### src/design/swp_pkg.sv
// Shared types, widths and codes for the serpentine waypoint planner.
// Used by every design file; depends on nothing.
`timescale 1ns / 1ps

package swp_pkg;

  // Grid size defaults
  localparam int unsigned GRID_ROWS_DEF = 6;
  localparam int unsigned GRID_COLS_DEF = 9;

  // Field widths
  localparam int unsigned OP_W      = 3;
  localparam int unsigned MCODE_W   = 3;
  localparam int unsigned PMODE_W   = 3;
  localparam int unsigned COORD_W   = 16;
  localparam int unsigned RADIUS_W  = 14;
  localparam int unsigned SPEED_W   = 11;
  localparam int unsigned SPACING_W = 11;
  localparam int unsigned OFFSET_W  = 15;

  // Datapath widths: waypoint coordinate, multiplier operand and product, squared distance and radius
  localparam int unsigned WP_W   = 20;
  localparam int unsigned MUL_W  = 21;
  localparam int unsigned PROD_W = 2 * MUL_W;
  localparam int unsigned DIST_W = PROD_W + 1;
  localparam int unsigned RSQ_W  = 2 * RADIUS_W;

  // Register port
  localparam int unsigned PADDR_W = 4;
  localparam int unsigned PDATA_W = 32;

  localparam logic [1:0] REG_ADV_RADIUS = 2'd0;
  localparam logic [1:0] REG_MAX_SPEED  = 2'd1;
  localparam logic [1:0] REG_SPACING    = 2'd2;
  localparam logic [1:0] REG_OFFSET     = 2'd3;

  localparam logic [RADIUS_W-1:0]  ADV_RADIUS_RST = RADIUS_W'(150);
  localparam logic [SPEED_W-1:0]   MAX_SPEED_RST  = SPEED_W'(300);
  localparam logic [SPACING_W-1:0] SPACING_RST    = SPACING_W'(300);
  localparam logic [OFFSET_W-1:0]  OFFSET_RST     = OFFSET_W'(200);

  // Message codes
  localparam logic [OP_W-1:0] OP_STATE   = 3'd0;
  localparam logic [OP_W-1:0] OP_POSE    = 3'd1;
  localparam logic [OP_W-1:0] OP_TARGET  = 3'd2;
  localparam logic [OP_W-1:0] OP_REACHED = 3'd3;
  localparam logic [OP_W-1:0] OP_TICK    = 3'd4;

  // Mission codes
  localparam logic [MCODE_W-1:0] MC_HOLD       = 3'd0;
  localparam logic [MCODE_W-1:0] MC_GRID       = 3'd1;
  localparam logic [MCODE_W-1:0] MC_RESCUE     = 3'd2;
  localparam logic [MCODE_W-1:0] MC_MARKER     = 3'd3;
  localparam logic [MCODE_W-1:0] MC_HOME       = 3'd4;
  localparam logic [MCODE_W-1:0] MC_EMERGENCY  = 3'd5;
  localparam logic [MCODE_W-1:0] MC_VERTIPORT  = 3'd6;
  localparam logic [MCODE_W-1:0] MC_SERVO_LAND = 3'd7;

  // Planner modes
  localparam logic [PMODE_W-1:0] PM_HOLD   = 3'd0;
  localparam logic [PMODE_W-1:0] PM_GRID   = 3'd1;
  localparam logic [PMODE_W-1:0] PM_RESCUE = 3'd2;
  localparam logic [PMODE_W-1:0] PM_RETURN = 3'd3;
  localparam logic [PMODE_W-1:0] PM_SERVO  = 3'd4;

  typedef struct packed {
    logic [RADIUS_W-1:0]         advance_radius;
    logic [SPEED_W-1:0]          max_speed;
    logic [SPACING_W-1:0]        grid_spacing;
    logic signed [OFFSET_W-1:0]  grid_offset;
  } cfg_t;

endpackage

### src/design/serpentine_waypoint_planner.sv
// Serpentine coverage waypoint planner: sequencer, state and output register.
// Depends on swp_pkg, swp_cfg_regs and swp_mac.
// A tick outside grid search emits a command directly; in grid search one shared
// multiplier evaluates waypoint coordinates and squared distance in five steps (only
// the coordinates with no pose or a finished grid). Entering grid search with a pose
// scans all waypoints for the nearest one.
// Throughput: one beat at a time; input stalls while the sequencer is busy.
// Reset: sequencer, mission, path index, pose, goal and flags cleared, output
// valid dropped, registers to defaults; working and output data registers not reset.
`timescale 1ns / 1ps

module serpentine_waypoint_planner #(
  parameter int unsigned GRID_ROW_COUNT = swp_pkg::GRID_ROWS_DEF,
  parameter int unsigned GRID_COL_COUNT = swp_pkg::GRID_COLS_DEF
) (
  input  logic                                clk_i,
  input  logic                                rst_ni,
  input  logic                                in_valid_i,
  output logic                                in_stall_o,
  input  logic [swp_pkg::OP_W-1:0]            operation_i,
  input  logic [swp_pkg::MCODE_W-1:0]         mission_code_i,
  input  logic signed [swp_pkg::COORD_W-1:0]  pos_x_i,
  input  logic signed [swp_pkg::COORD_W-1:0]  pos_y_i,
  input  logic                                reached_flag_i,
  output logic                                out_valid_o,
  input  logic                                out_stall_i,
  output logic signed [swp_pkg::COORD_W-1:0]  target_x_o,
  output logic signed [swp_pkg::COORD_W-1:0]  target_y_o,
  output logic [swp_pkg::SPEED_W-1:0]         target_speed_o,
  output logic [swp_pkg::PMODE_W-1:0]         flight_mode_o,
  input  logic                                psel,
  input  logic                                penable,
  input  logic                                pwrite,
  input  logic [swp_pkg::PADDR_W-1:0]         paddr,
  input  logic [swp_pkg::PDATA_W-1:0]         pwdata,
  output logic [swp_pkg::PDATA_W-1:0]         prdata,
  output logic                                pready
);

  localparam int unsigned WP_TOTAL = GRID_ROW_COUNT * GRID_COL_COUNT;
  localparam int unsigned IDX_W    = $clog2(WP_TOTAL + 1);
  localparam int unsigned ROW_W    = $clog2(GRID_ROW_COUNT + 1);
  localparam int unsigned COL_W    = $clog2(GRID_COL_COUNT + 1);
  localparam int unsigned CW       = swp_pkg::COORD_W;
  localparam int unsigned WW       = swp_pkg::WP_W;
  localparam int unsigned MW       = swp_pkg::MUL_W;
  localparam int unsigned PW       = swp_pkg::PROD_W;
  localparam int unsigned DW       = swp_pkg::DIST_W;
  localparam int unsigned RW       = swp_pkg::RSQ_W;
  localparam int unsigned SW       = swp_pkg::SPEED_W;

  localparam logic [IDX_W-1:0] IDX_TOTAL = IDX_W'(WP_TOTAL);
  localparam logic [IDX_W-1:0] IDX_LAST  = IDX_W'(WP_TOTAL - 1);
  localparam logic [COL_W-1:0] COL_LAST  = COL_W'(GRID_COL_COUNT - 1);

  // Sequencer states
  localparam logic [2:0] S_IDLE = 3'd0;
  localparam logic [2:0] S_RSQ  = 3'd1;
  localparam logic [2:0] S_CX   = 3'd2;
  localparam logic [2:0] S_CY   = 3'd3;
  localparam logic [2:0] S_DX   = 3'd4;
  localparam logic [2:0] S_DY   = 3'd5;
  localparam logic [2:0] S_DS   = 3'd6;
  localparam logic [2:0] S_EMIT = 3'd7;

  // Job of the current pass through the sequencer
  localparam logic [1:0] JOB_SCAN  = 2'd0;
  localparam logic [1:0] JOB_TEST  = 2'd1;
  localparam logic [1:0] JOB_COORD = 2'd2;

  localparam logic signed [WW-1:0] SAT_HI = WW'(32767);
  localparam logic signed [WW-1:0] SAT_LO = -(WW'(32768));

  function automatic logic [CW-1:0] sat_coord(input logic signed [WW-1:0] v);
    logic [CW-1:0] r;
    if (v > SAT_HI) begin
      r = {1'b0, {(CW-1){1'b1}}};
    end else if (v < SAT_LO) begin
      r = {1'b1, {(CW-1){1'b0}}};
    end else begin
      r = v[CW-1:0];
    end
    return r;
  endfunction

  swp_pkg::cfg_t cfg;

  swp_cfg_regs u_cfg (
    .clk_i   (clk_i),
    .rst_ni  (rst_ni),
    .psel    (psel),
    .penable (penable),
    .pwrite  (pwrite),
    .paddr   (paddr),
    .pwdata  (pwdata),
    .prdata  (prdata),
    .pready  (pready),
    .cfg_o   (cfg)
  );

  logic [2:0]                  state_q, state_d;
  logic [1:0]                  job_q, job_d;
  logic [swp_pkg::MCODE_W-1:0] mission_q, mission_d;
  logic signed [CW-1:0]        pose_x_q, pose_x_d, pose_y_q, pose_y_d;
  logic signed [CW-1:0]        goal_x_q, goal_x_d, goal_y_q, goal_y_d;
  logic                        has_pose_q, has_pose_d, has_goal_q, has_goal_d;
  logic                        reached_q, reached_d;
  logic [IDX_W-1:0]            idx_q, idx_d, best_idx_q, best_idx_d;
  logic [ROW_W-1:0]            row_q, row_d, best_row_q, best_row_d;
  logic [COL_W-1:0]            pos_q, pos_d, best_pos_q, best_pos_d;
  logic signed [DW-1:0]        best_d_q, best_d_d;
  logic signed [WW-1:0]        wx_q, wx_d, wy_q, wy_d;
  logic signed [PW-1:0]        acc_q, acc_d;
  logic [RW-1:0]               rsq_q, rsq_d;

  logic                        out_valid_q;
  logic [CW-1:0]               out_x_q, out_y_q;
  logic [SW-1:0]               out_speed_q;
  logic [swp_pkg::PMODE_W-1:0] out_mode_q;

  logic                        in_fire, emit_fire;
  logic [COL_W-1:0]            col;
  logic [ROW_W-1:0]            step_row;
  logic [COL_W-1:0]            step_pos;
  logic signed [MW-1:0]        mul_a, mul_b, dx, dy;
  logic signed [PW-1:0]        prod;
  logic signed [DW-1:0]        dsq, rsq_ext;
  logic                        better;
  logic [IDX_W-1:0]            idx_inc;
  logic [SW+1:0]               speed_x3;
  logic [SW+18:0]              speed_div;
  logic [SW-1:0]               servo_speed;
  logic [CW-1:0]               emit_x, emit_y;
  logic [SW-1:0]               emit_speed;
  logic [swp_pkg::PMODE_W-1:0] emit_mode;

  assign in_stall_o = (state_q != S_IDLE);
  assign in_fire    = in_valid_i & ~in_stall_o;
  assign emit_fire  = (state_q == S_EMIT) & (~out_valid_q | ~out_stall_i);

  // Serpentine column and the next cell along the path
  assign col = row_q[0] ? (COL_LAST - pos_q) : pos_q;
  always_comb begin
    if (pos_q == COL_LAST) begin
      step_row = row_q + ROW_W'(1);
      step_pos = '0;
    end else begin
      step_row = row_q;
      step_pos = pos_q + COL_W'(1);
    end
  end

  assign dx = {{(MW-CW){pose_x_q[CW-1]}}, pose_x_q} - {{(MW-WW){wx_q[WW-1]}}, wx_q};
  assign dy = {{(MW-CW){pose_y_q[CW-1]}}, pose_y_q} - {{(MW-WW){wy_q[WW-1]}}, wy_q};

  always_comb begin
    unique case (state_q)
      S_RSQ: begin
        mul_a = MW'(cfg.advance_radius);
        mul_b = MW'(cfg.advance_radius);
      end
      S_CX: begin
        mul_a = MW'(col);
        mul_b = MW'(cfg.grid_spacing);
      end
      S_CY: begin
        mul_a = MW'(row_q);
        mul_b = MW'(cfg.grid_spacing);
      end
      S_DX: begin
        mul_a = dx;
        mul_b = dx;
      end
      S_DY: begin
        mul_a = dy;
        mul_b = dy;
      end
      default: begin
        mul_a = '0;
        mul_b = '0;
      end
    endcase
  end

  swp_mac u_mac (
    .clk_i  (clk_i),
    .a_i    (mul_a),
    .b_i    (mul_b),
    .prod_o (prod)
  );

  assign dsq     = {acc_q[PW-1], acc_q} + {prod[PW-1], prod};
  assign rsq_ext = {{(DW-RW){1'b0}}, rsq_q};
  assign better  = (idx_q == '0) || (dsq < best_d_q);
  assign idx_inc = idx_q + IDX_W'(1);

  // Servo speed: floor(max*3/10) by reciprocal 52429 / 2^19, exact below 2^16
  assign speed_x3    = {2'b00, cfg.max_speed} + {1'b0, cfg.max_speed, 1'b0};
  assign speed_div   = speed_x3 * 17'd52429;
  assign servo_speed = speed_div[SW+18:19];

  always_comb begin
    unique case (mission_q)
      swp_pkg::MC_GRID: begin
        emit_x     = sat_coord(wx_q);
        emit_y     = sat_coord(wy_q);
        emit_speed = cfg.max_speed;
        emit_mode  = swp_pkg::PM_GRID;
      end
      swp_pkg::MC_RESCUE, swp_pkg::MC_MARKER: begin
        emit_x     = has_goal_q ? goal_x_q : pose_x_q;
        emit_y     = has_goal_q ? goal_y_q : pose_y_q;
        emit_speed = (mission_q == swp_pkg::MC_RESCUE && reached_q) ? '0 : cfg.max_speed;
        emit_mode  = swp_pkg::PM_RESCUE;
      end
      swp_pkg::MC_HOME, swp_pkg::MC_EMERGENCY: begin
        emit_x     = '0;
        emit_y     = '0;
        emit_speed = cfg.max_speed;
        emit_mode  = swp_pkg::PM_RETURN;
      end
      swp_pkg::MC_VERTIPORT, swp_pkg::MC_SERVO_LAND: begin
        emit_x     = has_goal_q ? goal_x_q : pose_x_q;
        emit_y     = has_goal_q ? goal_y_q : pose_y_q;
        emit_speed = servo_speed;
        emit_mode  = swp_pkg::PM_SERVO;
      end
      default: begin
        emit_x     = pose_x_q;
        emit_y     = pose_y_q;
        emit_speed = '0;
        emit_mode  = swp_pkg::PM_HOLD;
      end
    endcase
  end

  always_comb begin
    state_d    = state_q;
    job_d      = job_q;
    mission_d  = mission_q;
    pose_x_d   = pose_x_q;
    pose_y_d   = pose_y_q;
    goal_x_d   = goal_x_q;
    goal_y_d   = goal_y_q;
    has_pose_d = has_pose_q;
    has_goal_d = has_goal_q;
    reached_d  = reached_q;
    idx_d      = idx_q;
    row_d      = row_q;
    pos_d      = pos_q;
    best_idx_d = best_idx_q;
    best_row_d = best_row_q;
    best_pos_d = best_pos_q;
    best_d_d   = best_d_q;
    wx_d       = wx_q;
    wy_d       = wy_q;
    acc_d      = acc_q;
    rsq_d      = rsq_q;

    unique case (state_q)
      S_IDLE: begin
        if (in_fire) begin
          unique case (operation_i)
            swp_pkg::OP_STATE: begin
              mission_d = mission_code_i;
              if (mission_code_i == swp_pkg::MC_GRID && mission_q != swp_pkg::MC_GRID) begin
                idx_d = '0;
                row_d = '0;
                pos_d = '0;
                if (has_pose_q) begin
                  job_d   = JOB_SCAN;
                  state_d = S_CX;
                end
              end
            end
            swp_pkg::OP_POSE: begin
              pose_x_d   = pos_x_i;
              pose_y_d   = pos_y_i;
              has_pose_d = 1'b1;
            end
            swp_pkg::OP_TARGET: begin
              goal_x_d   = pos_x_i;
              goal_y_d   = pos_y_i;
              has_goal_d = 1'b1;
            end
            swp_pkg::OP_REACHED: begin
              reached_d = reached_flag_i;
            end
            swp_pkg::OP_TICK: begin
              if (mission_q == swp_pkg::MC_GRID) begin
                if (has_pose_q && idx_q < IDX_TOTAL) begin
                  job_d   = JOB_TEST;
                  state_d = S_RSQ;
                end else begin
                  job_d   = JOB_COORD;
                  state_d = S_CX;
                end
              end else begin
                state_d = S_EMIT;
              end
            end
            default: ;
          endcase
        end
      end
      S_RSQ: begin
        state_d = S_CX;
      end
      S_CX: begin
        // radius squared lands here on a reach test
        if (job_q == JOB_TEST) begin
          rsq_d = prod[RW-1:0];
        end
        state_d = S_CY;
      end
      S_CY: begin
        wx_d    = {{(WW-swp_pkg::OFFSET_W){cfg.grid_offset[swp_pkg::OFFSET_W-1]}},
                   cfg.grid_offset} + prod[WW-1:0];
        state_d = S_DX;
      end
      S_DX: begin
        wy_d    = WW'(0) - prod[WW-1:0];
        state_d = (job_q == JOB_COORD) ? S_EMIT : S_DY;
      end
      S_DY: begin
        acc_d   = prod;
        state_d = S_DS;
      end
      S_DS: begin
        if (job_q == JOB_SCAN) begin
          if (idx_q == IDX_LAST) begin
            // settle on the nearest; current cell wins only when strictly closer
            if (!better) begin
              idx_d = best_idx_q;
              row_d = best_row_q;
              pos_d = best_pos_q;
            end
            state_d = S_IDLE;
          end else begin
            if (better) begin
              best_idx_d = idx_q;
              best_row_d = row_q;
              best_pos_d = pos_q;
              best_d_d   = dsq;
            end
            idx_d   = idx_inc;
            row_d   = step_row;
            pos_d   = step_pos;
            state_d = S_CX;
          end
        end else begin
          if (dsq < rsq_ext) begin
            idx_d = idx_inc;
            // hold the last cell once the path is done
            if (idx_inc < IDX_TOTAL) begin
              row_d = step_row;
              pos_d = step_pos;
            end
            job_d   = JOB_COORD;
            state_d = S_CX;
          end else begin
            state_d = S_EMIT;
          end
        end
      end
      default: begin
        if (emit_fire) begin
          state_d = S_IDLE;
        end
      end
    endcase
  end

  always_ff @(posedge clk_i or negedge rst_ni) begin
    if (!rst_ni) begin
      state_q    <= S_IDLE;
      job_q      <= JOB_SCAN;
      mission_q  <= swp_pkg::MC_HOLD;
      pose_x_q   <= '0;
      pose_y_q   <= '0;
      goal_x_q   <= '0;
      goal_y_q   <= '0;
      has_pose_q <= 1'b0;
      has_goal_q <= 1'b0;
      reached_q  <= 1'b0;
      idx_q      <= '0;
      row_q      <= '0;
      pos_q      <= '0;
    end else begin
      state_q    <= state_d;
      job_q      <= job_d;
      mission_q  <= mission_d;
      pose_x_q   <= pose_x_d;
      pose_y_q   <= pose_y_d;
      goal_x_q   <= goal_x_d;
      goal_y_q   <= goal_y_d;
      has_pose_q <= has_pose_d;
      has_goal_q <= has_goal_d;
      reached_q  <= reached_d;
      idx_q      <= idx_d;
      row_q      <= row_d;
      pos_q      <= pos_d;
    end
  end

  // Working registers of the sequencer
  always_ff @(posedge clk_i) begin
    best_idx_q <= best_idx_d;
    best_row_q <= best_row_d;
    best_pos_q <= best_pos_d;
    best_d_q   <= best_d_d;
    wx_q       <= wx_d;
    wy_q       <= wy_d;
    acc_q      <= acc_d;
    rsq_q      <= rsq_d;
  end

  // Output register: load on emit, drop once the beat is taken
  always_ff @(posedge clk_i or negedge rst_ni) begin
    if (!rst_ni) begin
      out_valid_q <= 1'b0;
    end else if (emit_fire) begin
      out_valid_q <= 1'b1;
    end else if (!out_stall_i) begin
      out_valid_q <= 1'b0;
    end
  end

  always_ff @(posedge clk_i) begin
    if (emit_fire) begin
      out_x_q     <= emit_x;
      out_y_q     <= emit_y;
      out_speed_q <= emit_speed;
      out_mode_q  <= emit_mode;
    end
  end

  assign out_valid_o    = out_valid_q;
  assign target_x_o     = out_x_q;
  assign target_y_o     = out_y_q;
  assign target_speed_o = out_speed_q;
  assign flight_mode_o  = out_mode_q;

endmodule

### src/design/swp_cfg_regs.sv
// Configuration register file with an APB-style slave port.
// Depends on swp_pkg for widths, register indexes and reset values.
`timescale 1ns / 1ps

module swp_cfg_regs (
  input  logic                         clk_i,
  input  logic                         rst_ni,
  input  logic                         psel,
  input  logic                         penable,
  input  logic                         pwrite,
  input  logic [swp_pkg::PADDR_W-1:0]  paddr,
  input  logic [swp_pkg::PDATA_W-1:0]  pwdata,
  output logic [swp_pkg::PDATA_W-1:0]  prdata,
  output logic                         pready,
  output swp_pkg::cfg_t                cfg_o
);

  swp_pkg::cfg_t cfg_q;
  logic          wr_en;
  logic [1:0]    reg_idx;

  assign pready  = 1'b1;
  assign wr_en   = psel & penable & pwrite;
  assign reg_idx = paddr[3:2];
  assign cfg_o   = cfg_q;

  always_ff @(posedge clk_i or negedge rst_ni) begin
    if (!rst_ni) begin
      cfg_q.advance_radius <= swp_pkg::ADV_RADIUS_RST;
      cfg_q.max_speed      <= swp_pkg::MAX_SPEED_RST;
      cfg_q.grid_spacing   <= swp_pkg::SPACING_RST;
      cfg_q.grid_offset    <= swp_pkg::OFFSET_RST;
    end else if (wr_en) begin
      unique case (reg_idx)
        swp_pkg::REG_ADV_RADIUS: cfg_q.advance_radius <= pwdata[swp_pkg::RADIUS_W-1:0];
        swp_pkg::REG_MAX_SPEED:  cfg_q.max_speed      <= pwdata[swp_pkg::SPEED_W-1:0];
        swp_pkg::REG_SPACING:    cfg_q.grid_spacing   <= pwdata[swp_pkg::SPACING_W-1:0];
        swp_pkg::REG_OFFSET:     cfg_q.grid_offset    <= pwdata[swp_pkg::OFFSET_W-1:0];
        default: ;
      endcase
    end
  end

  always_comb begin
    unique case (reg_idx)
      swp_pkg::REG_ADV_RADIUS:
        prdata = {{(swp_pkg::PDATA_W-swp_pkg::RADIUS_W){1'b0}}, cfg_q.advance_radius};
      swp_pkg::REG_MAX_SPEED:
        prdata = {{(swp_pkg::PDATA_W-swp_pkg::SPEED_W){1'b0}}, cfg_q.max_speed};
      swp_pkg::REG_SPACING:
        prdata = {{(swp_pkg::PDATA_W-swp_pkg::SPACING_W){1'b0}}, cfg_q.grid_spacing};
      default:
        prdata = {{(swp_pkg::PDATA_W-swp_pkg::OFFSET_W){cfg_q.grid_offset[swp_pkg::OFFSET_W-1]}},
                  cfg_q.grid_offset};
    endcase
  end

endmodule

### src/design/swp_mac.sv
// Shared signed multiplier with a registered product.
// Depends on swp_pkg for operand and product widths.
`timescale 1ns / 1ps

module swp_mac (
  input  logic                               clk_i,
  input  logic signed [swp_pkg::MUL_W-1:0]   a_i,
  input  logic signed [swp_pkg::MUL_W-1:0]   b_i,
  output logic signed [swp_pkg::PROD_W-1:0]  prod_o
);

  logic signed [swp_pkg::PROD_W-1:0] prod_q;

  always_ff @(posedge clk_i) begin
    prod_q <= a_i * b_i;
  end

  assign prod_o = prod_q;

endmodule

### config.mk
export PLATFORM = sky130hd
export DESIGN_NAME = serpentine_waypoint_planner
export DESIGN_NICKNAME = d
export VERILOG_FILES = /design/src/design/swp_pkg.sv /design/src/design/serpentine_waypoint_planner.sv /design/src/design/swp_cfg_regs.sv /design/src/design/swp_mac.sv
export SDC_FILE = /design/constraint.sdc
export NUM_CORES = 2
export LEC_CHECK = 0
export BUFFER_PORTS_ARGS = -buffer_cell sky130_fd_sc_hd__buf_2
export CAP_MARGIN = 25
export CORE_MARGIN = 8
export CORE_UTILIZATION = 65
export CTS_CLUSTER_SIZE = 25
export DETAILED_ROUTE_END_ITERATION = 12
export HOLD_SLACK_MARGIN = 0.12
export PLACE_DENSITY = 0.81
export SYNTH_ARGS = -nofsm -noshare
export SYNTH_HDL_FRONTEND = slang
export SYNTH_SLANG_ARGS = --single-unit
### constraint.sdc
create_clock -name clk_i -period 13.2 [get_ports clk_i]
set_input_delay 1.32 -clock clk_i [delete_from_list [all_inputs] [get_ports clk_i]]
set_output_delay 1.32 -clock clk_i [all_outputs]
set_load 0.005 [all_outputs]
Yosys cells after proc, flatten, opt, wreduce, memory -nomap -nowiden

Index checks and enable logic that the tools add are counted.

Register bits: 394
Input bits: 82
Logic and storage cells: 198

Add/subtract/negate cells: 10
$mul: 2
Order comparisons: 8
Eq/ne operators: 39
Mux-type cells: 66
Bitwise operators: 9
Reduce and logical (&&, ||, !) cells: 33

Operators with widths:

| operator                                                                | count |
|---|---|
| 21-bit one-hot mux with 5 select lines                                  | 1 |
| 16-bit two-way mux                                                      | 6 |
| 16-bit one-hot mux with 3 select lines                                  | 2 |
| 32-bit one-hot mux with 3 select lines                                  | 1 |
| 21-bit one-hot mux with 4 select lines                                  | 1 |
| 3-bit two-way mux                                                       | 16 |
| 42-bit by 42-bit adder with 43-bit output                               | 1 |
| 43-bit by 29-bit < comparator with 1-bit output                         | 1 |
| 43-bit < comparator                                                     | 1 |
| 21-bit by 21-bit multiplier with 42-bit output                          | 1 |
| 6-bit two-way mux                                                       | 7 |
| 16-bit by 20-bit subtractor with 21-bit output                          | 2 |
| 20-bit by 16-bit > comparator with 1-bit output (second input constant) | 2 |
| 20-bit by 16-bit < comparator with 1-bit output (second input constant) | 2 |
| 4-bit two-way mux                                                       | 10 |
| 11-bit one-hot mux with 3 select lines                                  | 1 |
| 13-bit by 16-bit multiplier with 29-bit output (second input constant)  | 1 |
| 3-bit == test (second input constant)                                   | 9 |
| 3-bit one-hot mux with 7 select lines                                   | 1 |
| 20-bit adder                                                            | 1 |
| 2-bit two-way mux                                                       | 10 |
| 1-bit by 20-bit subtractor with 20-bit output (first input constant)    | 1 |
| 3-bit by 2-bit == test with 1-bit output (second input constant)        | 6 |
| 3-bit inequality test (second input constant)                           | 5 |
| other kinds (41)                                                        | 78 |

Logic depth before layout (Yosys ltp)

Depth after elaboration: 7
Gate-level depth with buffers: 43
Gate-level depth less buffers: 41

Modules after synthesis

From an unflattened synthesis, not the netlist that was laid out.

Cells, all modules: 4,294
Area total of the unflattened synthesis: 42,321.8 µm²

By module, submodules not included:

| module                      | instances | cells an instance | area an instance (µm²) | sequential area each (µm²) |
|---|---|---|---|---|
| serpentine_waypoint_planner | 1         | 2,280             | 22,649.2               | 8,593.2 |
| swp_mac                     | 1         | 1,862             | 17,274.1               | 840.8 |
| swp_cfg_regs                | 1         | 152               | 2,398.6                | 1,295.0 |

Least setup slack after synthesis

OpenSTA, ideal clock, no wires.

Path type: register to register
From: register state_q[0]
To: register u_mac.prod_q (netlist bit u_mac.prod_o[41])
Setup time: 0.121 ns
Data arrival time: 10.442 ns
Data required time: 13.079 ns
Setup slack: 2.637 ns
Cell stages (with the launch flop): 34
Cell sequence: dfrtp_1 > clkbuf_1 > nand2_1 > nor2_1 > nand2_1 > a21o_1 > and3b_1 > buf_2 > inv_1 > clkbuf_1 > nand2_1 > fa_1 > inv_1 > fa_1 > fa_1 > fa_1 > fa_1 > fa_1 > inv_1 > fa_1 > inv_1 > ha_1 > a21o_1 > a21o_1 > a21o_1 > or3_1 > a211oi_1 > nor3_1 > o21ai_1 > a21oi_1 > and4_1 > a2111oi_2 > a21oi_1 > xnor2_1

Word-level cells in the longest chain between the ends: 4
Elaborated cells between the ends (all ways): 9

RTL lines:

| item                                             | RTL line                           | source |
|---|---|---|
| from (decl)                                      | serpentine_waypoint_planner.sv:101 | `logic [2:0] state_q, state_d;` |
| from (signal assigned)                           | serpentine_waypoint_planner.sv:390 | `state_q <= state_d;` |
| 3-bit by 2-bit == test with 1-bit output         | serpentine_waypoint_planner.sv:157 | `unique case (state_q)` |
| 2-bit OR reduction (no source line)              | n/a                                |  |
| 21-bit one-hot mux with 4 select lines           | serpentine_waypoint_planner.sv:157 |  |
| 21-bit by 21-bit multiplier with 42-bit output * | swp_mac.sv:15                      | `prod_q <= a_i * b_i;` |
| to (signal assigned)                             | swp_mac.sv:15                      |  |
| to (decl)                                        | swp_mac.sv:12                      | `logic signed [swp_pkg::PROD_W-1:0] prod_q;` |

Every way passes the cells marked *; elsewhere a longest branch is shown, timed or not.
A chain may end at the register's enable or synchronous reset.

Worst setup path in the final report

From: register pose_x_q[0]
To: register u_mac.prod_q (netlist bit u_mac.prod_o[41])

Word-level cells in the longest chain between the ends: 3
Elaborated cells between the ends (all ways): 4

RTL lines:

| item                                                                                             | RTL line                           | source |
|---|---|---|
| from (decl)                                                                                      | serpentine_waypoint_planner.sv:104 | `logic signed [CW-1:0] pose_x_q, pose_x_d, pose_y_q, pose_y_d;` |
| from (signal assigned)                                                                           | serpentine_waypoint_planner.sv:393 | `pose_x_q <= pose_x_d;` |
| 16-bit by 20-bit subtractor with 21-bit output *                                                 | serpentine_waypoint_planner.sv:153 | `assign dx = {{(MW-CW){pose_x_q[CW-1]}}, pose_x_q} - {{(MW-WW){wx_q[WW-1]}}, wx_q};` |
| 21-bit one-hot mux with 5 select lines or 21-bit one-hot mux with 4 select lines (tied branches) | serpentine_waypoint_planner.sv:157 |  |
| 21-bit by 21-bit multiplier with 42-bit output *                                                 | swp_mac.sv:15                      |  |

Marks and branches as above.

==> metrics.md <==
| Metric | Value |
|---|---|
| Status | complete, no violations |
| Avg Vias per Cell | around 6 |
| Die Y | ~270 um |
| CTS H-tree depth | 2 |
| Most used flip-flop cell after synthesis | edfxtp_1 |
| Crit path required time | 13.64 ns |
| Clk_lat worst skew | approximately 0.58 ns |
| Layout Nets | roughly 5300 |
| Worst Hold Depth | 0 |
| Hold Vio Cnt, Final | 0 |
| Core ar. | roughly 64000 sq um |
| I/O Buffers | 142 |
| Buf/Inv on CP | 5 |
| Fraction of synthesized area in multiplexers | 0.04061 |
| Yosys reg bits | about 390 |
| Cts repair resizes | 0 |
| GPL Wtd Cong | between 0.9 and 1 |
| Clock Skews | approximately 0.032 ns |
| Post-DRT Antenna Nets | 0 |
| Drt first pass iters | 6 |
| Gr usage total | 0.2965 |
| Final worst path period share | 0.8763 |
| Crit. path cell count | 39 |
| Worst Setup Start Kind | flip-flop |
| Post-synth ARST share | 0.3553 |
| Dominant cells by area after synthesis | fa_1, edfxtp_1, ha_1 |
| Setup total negative slack | 0 ns |
| Syn avg cell area | just under 10 sq um |
| DP HPWL | about 83000 um |
| Compound-gate portion of the synthesized area | 0.1068 |
| Initial antenna violation count | 3 |
| Worst r2r path cells | 39 |
| DRT Wirelength | approximately 110000 um |
| Hold_buf cts | 0 |
| Final setup fails | 0 |
| Area Overhead vs Synth | 7.639% |
| CTS tree | built |
| Post-synth top area share | 0.2460 |
| Maxcap violations | 0 |
| Number of flops mapped to enable cells by yosys | 212 |
| Largest family of logic cells by synthesized area | adder cells |
| Synth Area in Adders | 0.3614 |
| Cell Area, Synth | around 42000 sq um |
| CTS Buf Count | between 40 and 50 |
| Post-Syn Nets | around 5200 |
| Iter 0 DRT Violations | about 2700 |
| Synth Warn # | 0 |
| Die area | a little over 70000 sq um |
| Critical Path Sink Type | flip-flop |
| Worst Path Max Fanout | 23 |
| Root buf cell | clkbuf_16 |
| Post-CTS Setup Bufs | 0 |
| CP most frequent cell | fa_1 |
| Sequential-to-total area share from yosys stat | 0.2570 |
| Max stage delay on crit path | ~0.71 ns |
| Initial Util | 0.6524 |
| Via count | between 30000 and 40000 |
| Hold Path Class | flip-flop to flip-flop |
| CTS max path bufs | 3 |
| Post-synth cell types | 98 |
| First-pass GRT wire length | 173100 um |
| Area leader, netlist | fa_1 |
| Achievable Freq | about 0.086 GHz |
| Ports | between 150 and 200 |
| Largest net degree at the start of global routing | between 70 and 80 |
| Drt wl/cell | ~21 um |
| WP data arrival | roughly 12 ns |
| Residual DRC | 0 |
| Clk sink count | about 400 |
| Clk pin slew, worst setup/hold paths | 0.06 ns |
| Post-Syn Instances | ~4300 |
| Total congestion overflow | 0 |
| Number of global-route vias before repair | 32722 |
| RSZ-0062 raised after global routing | no |
| Share of layout cells above drive strength 1 | 0.1112 |
| Die span in x | between 200 and 300 um |
| Critical-path top delay cell | fa_1 |
| Max transition margin | 0.2476 |
| Post-synthesis xor/xnor area fraction | 0.03482 |
| Minimum clock period | ~12 ns |
| Slew @ Worst Pin | ~1.1 ns |
| Max-slew violation count | 0 |
| Synth Area in Simple Gates | 0.1098 |
| Setup Crit Path Kind | flip-flop to flip-flop |
| CP top delay family | adder cells |
| Row Count | 93 |
-- state kept, by name, summed over array words and instances, names as in the netlist, 4 cells and up --
register        cells
target_speed_o     11
wy_q               20
best_pos_q          4
pos_q               4
best_idx_q          6
pose_x_q           16
idx_q               6
goal_x_q           16
rsq_q              28
best_d_q           43
u_cfg.cfg_o        51
pose_y_q           16
target_y_o         16
wx_q               20
acc_q              42
goal_y_q           16
target_x_o         16
u_mac.prod_o       42
-- cells in the final DEF (no fill, tap or decap), types with 17 or more instances in the layout --
cell and count:
a211oi_1 20, a21o_1 65, a21oi_1 178, a22o_1 51, and2_1 43, and3_1 17
buf_2 141, buf_4 61, clkbuf_16 44, dfrtp_1 125, dfxtp_1 42, edfxtp_1 212
fa_1 513, ha_1 385, inv_1 810, mux2_2 125, nand2_1 470, nand2b_1 21
nand3_1 45, nand4_1 26, nor2_1 250, nor2b_1 22, nor3_1 59, o21a_1 26
o21ai_0 129, o21bai_1 26, xnor2_1 117, xor2_1 49
-- logic make-up (layout without fill, tap and decap cells) --
logic type      after synthesis  in the layout
mux                         140            140
fa+ha+maj                   898            898
compound gates              666            666
flops                       394            394
xor+xnor                    166            166
other cells                   2              4
simple gates               1032           1032
buf+inv                     965           1098
-- Yosys cell counts (44+ instances only) --
| master | number |
|---|---|
| ha_1 | 385 |
| nand2_1 | 470 |
| edfxtp_1 | 212 |
| clkbuf_1 | 110 |
| xor2_1 | 49 |
| nor3_1 | 60 |
| and2_1 | 44 |
| a22o_1 | 51 |
| inv_1 | 810 |
| dfrtp_1 | 125 |
| nor2_1 | 254 |
| a21o_1 | 65 |
| xnor2_1 | 117 |
| o21ai_0 | 129 |
| mux2_2 | 125 |
| a21oi_1 | 181 |
| nand3_1 | 45 |
| fa_1 | 513 |
-- area by class of cell --
cell class / instances / area, sq um
inverters: 816 / 3063
flip-flops and latches: 394 / 10730
clock buffers: 61 / 1255
repair buffers: 205 / 1222
well taps: 855 / 1070
multi-input cells: 2904 / 27420
diodes: 2 / 5.005
clock inverters: 16 / 180.2
fillers: 4706 / 19060
-- worst paths after layout --
kind	startpoint	endpoint	slack (ns)
worst max-delay path	pose_x_q[0]	u_mac.prod_o[41]	1.63
worst min-delay path	u_mac.prod_o[34]	acc_q[34]	0.44
worst max register to register	pose_x_q[0]	u_mac.prod_o[41]	1.63
worst min register to register	u_mac.prod_o[34]	acc_q[34]	0.44
max in group asynchronous	rst_ni	u_cfg.cfg_o[27]	11.07
min in group asynchronous	rst_ni	pose_x_q[3]	0.74
-- metrics by stage --
step / instance area (sq um) / hold WS [ns] / utilization / instances / worst slack [ns]
after floorplan: 41750 / 0.4123 / - / 4263 / 2.637
after global placement: 43450 / 0.4350 / 0.6788 / 5171 / 2.043
after detailed placement: 43470 / 0.4319 / 0.6793 / 5173 / 1.869
after CTS: 44910 / 0.4473 / 0.7017 / 5250 / 1.786
after global routing: 44940 / 0.4563 / 0.7022 / 5252 / 1.040
final: 44940 / 0.4446 / 0.7022 / 5253 / 1.632
-- routing by layer --
metal / part of all wire / track usage / up-vias
met5: 0.000083 / 0 / -
met2: 0.47 / 0.4870 / 1425
li1: - / - / 14105
met1: 0.40 / 0.3850 / 15310
met3: 0.087 / 0.05328 / 328
met4: 0.048 / 0.1303 / 2
Power is not shown: default switching activity piles up to over one toggle a cycle in this logic, so the estimate is an artifact.
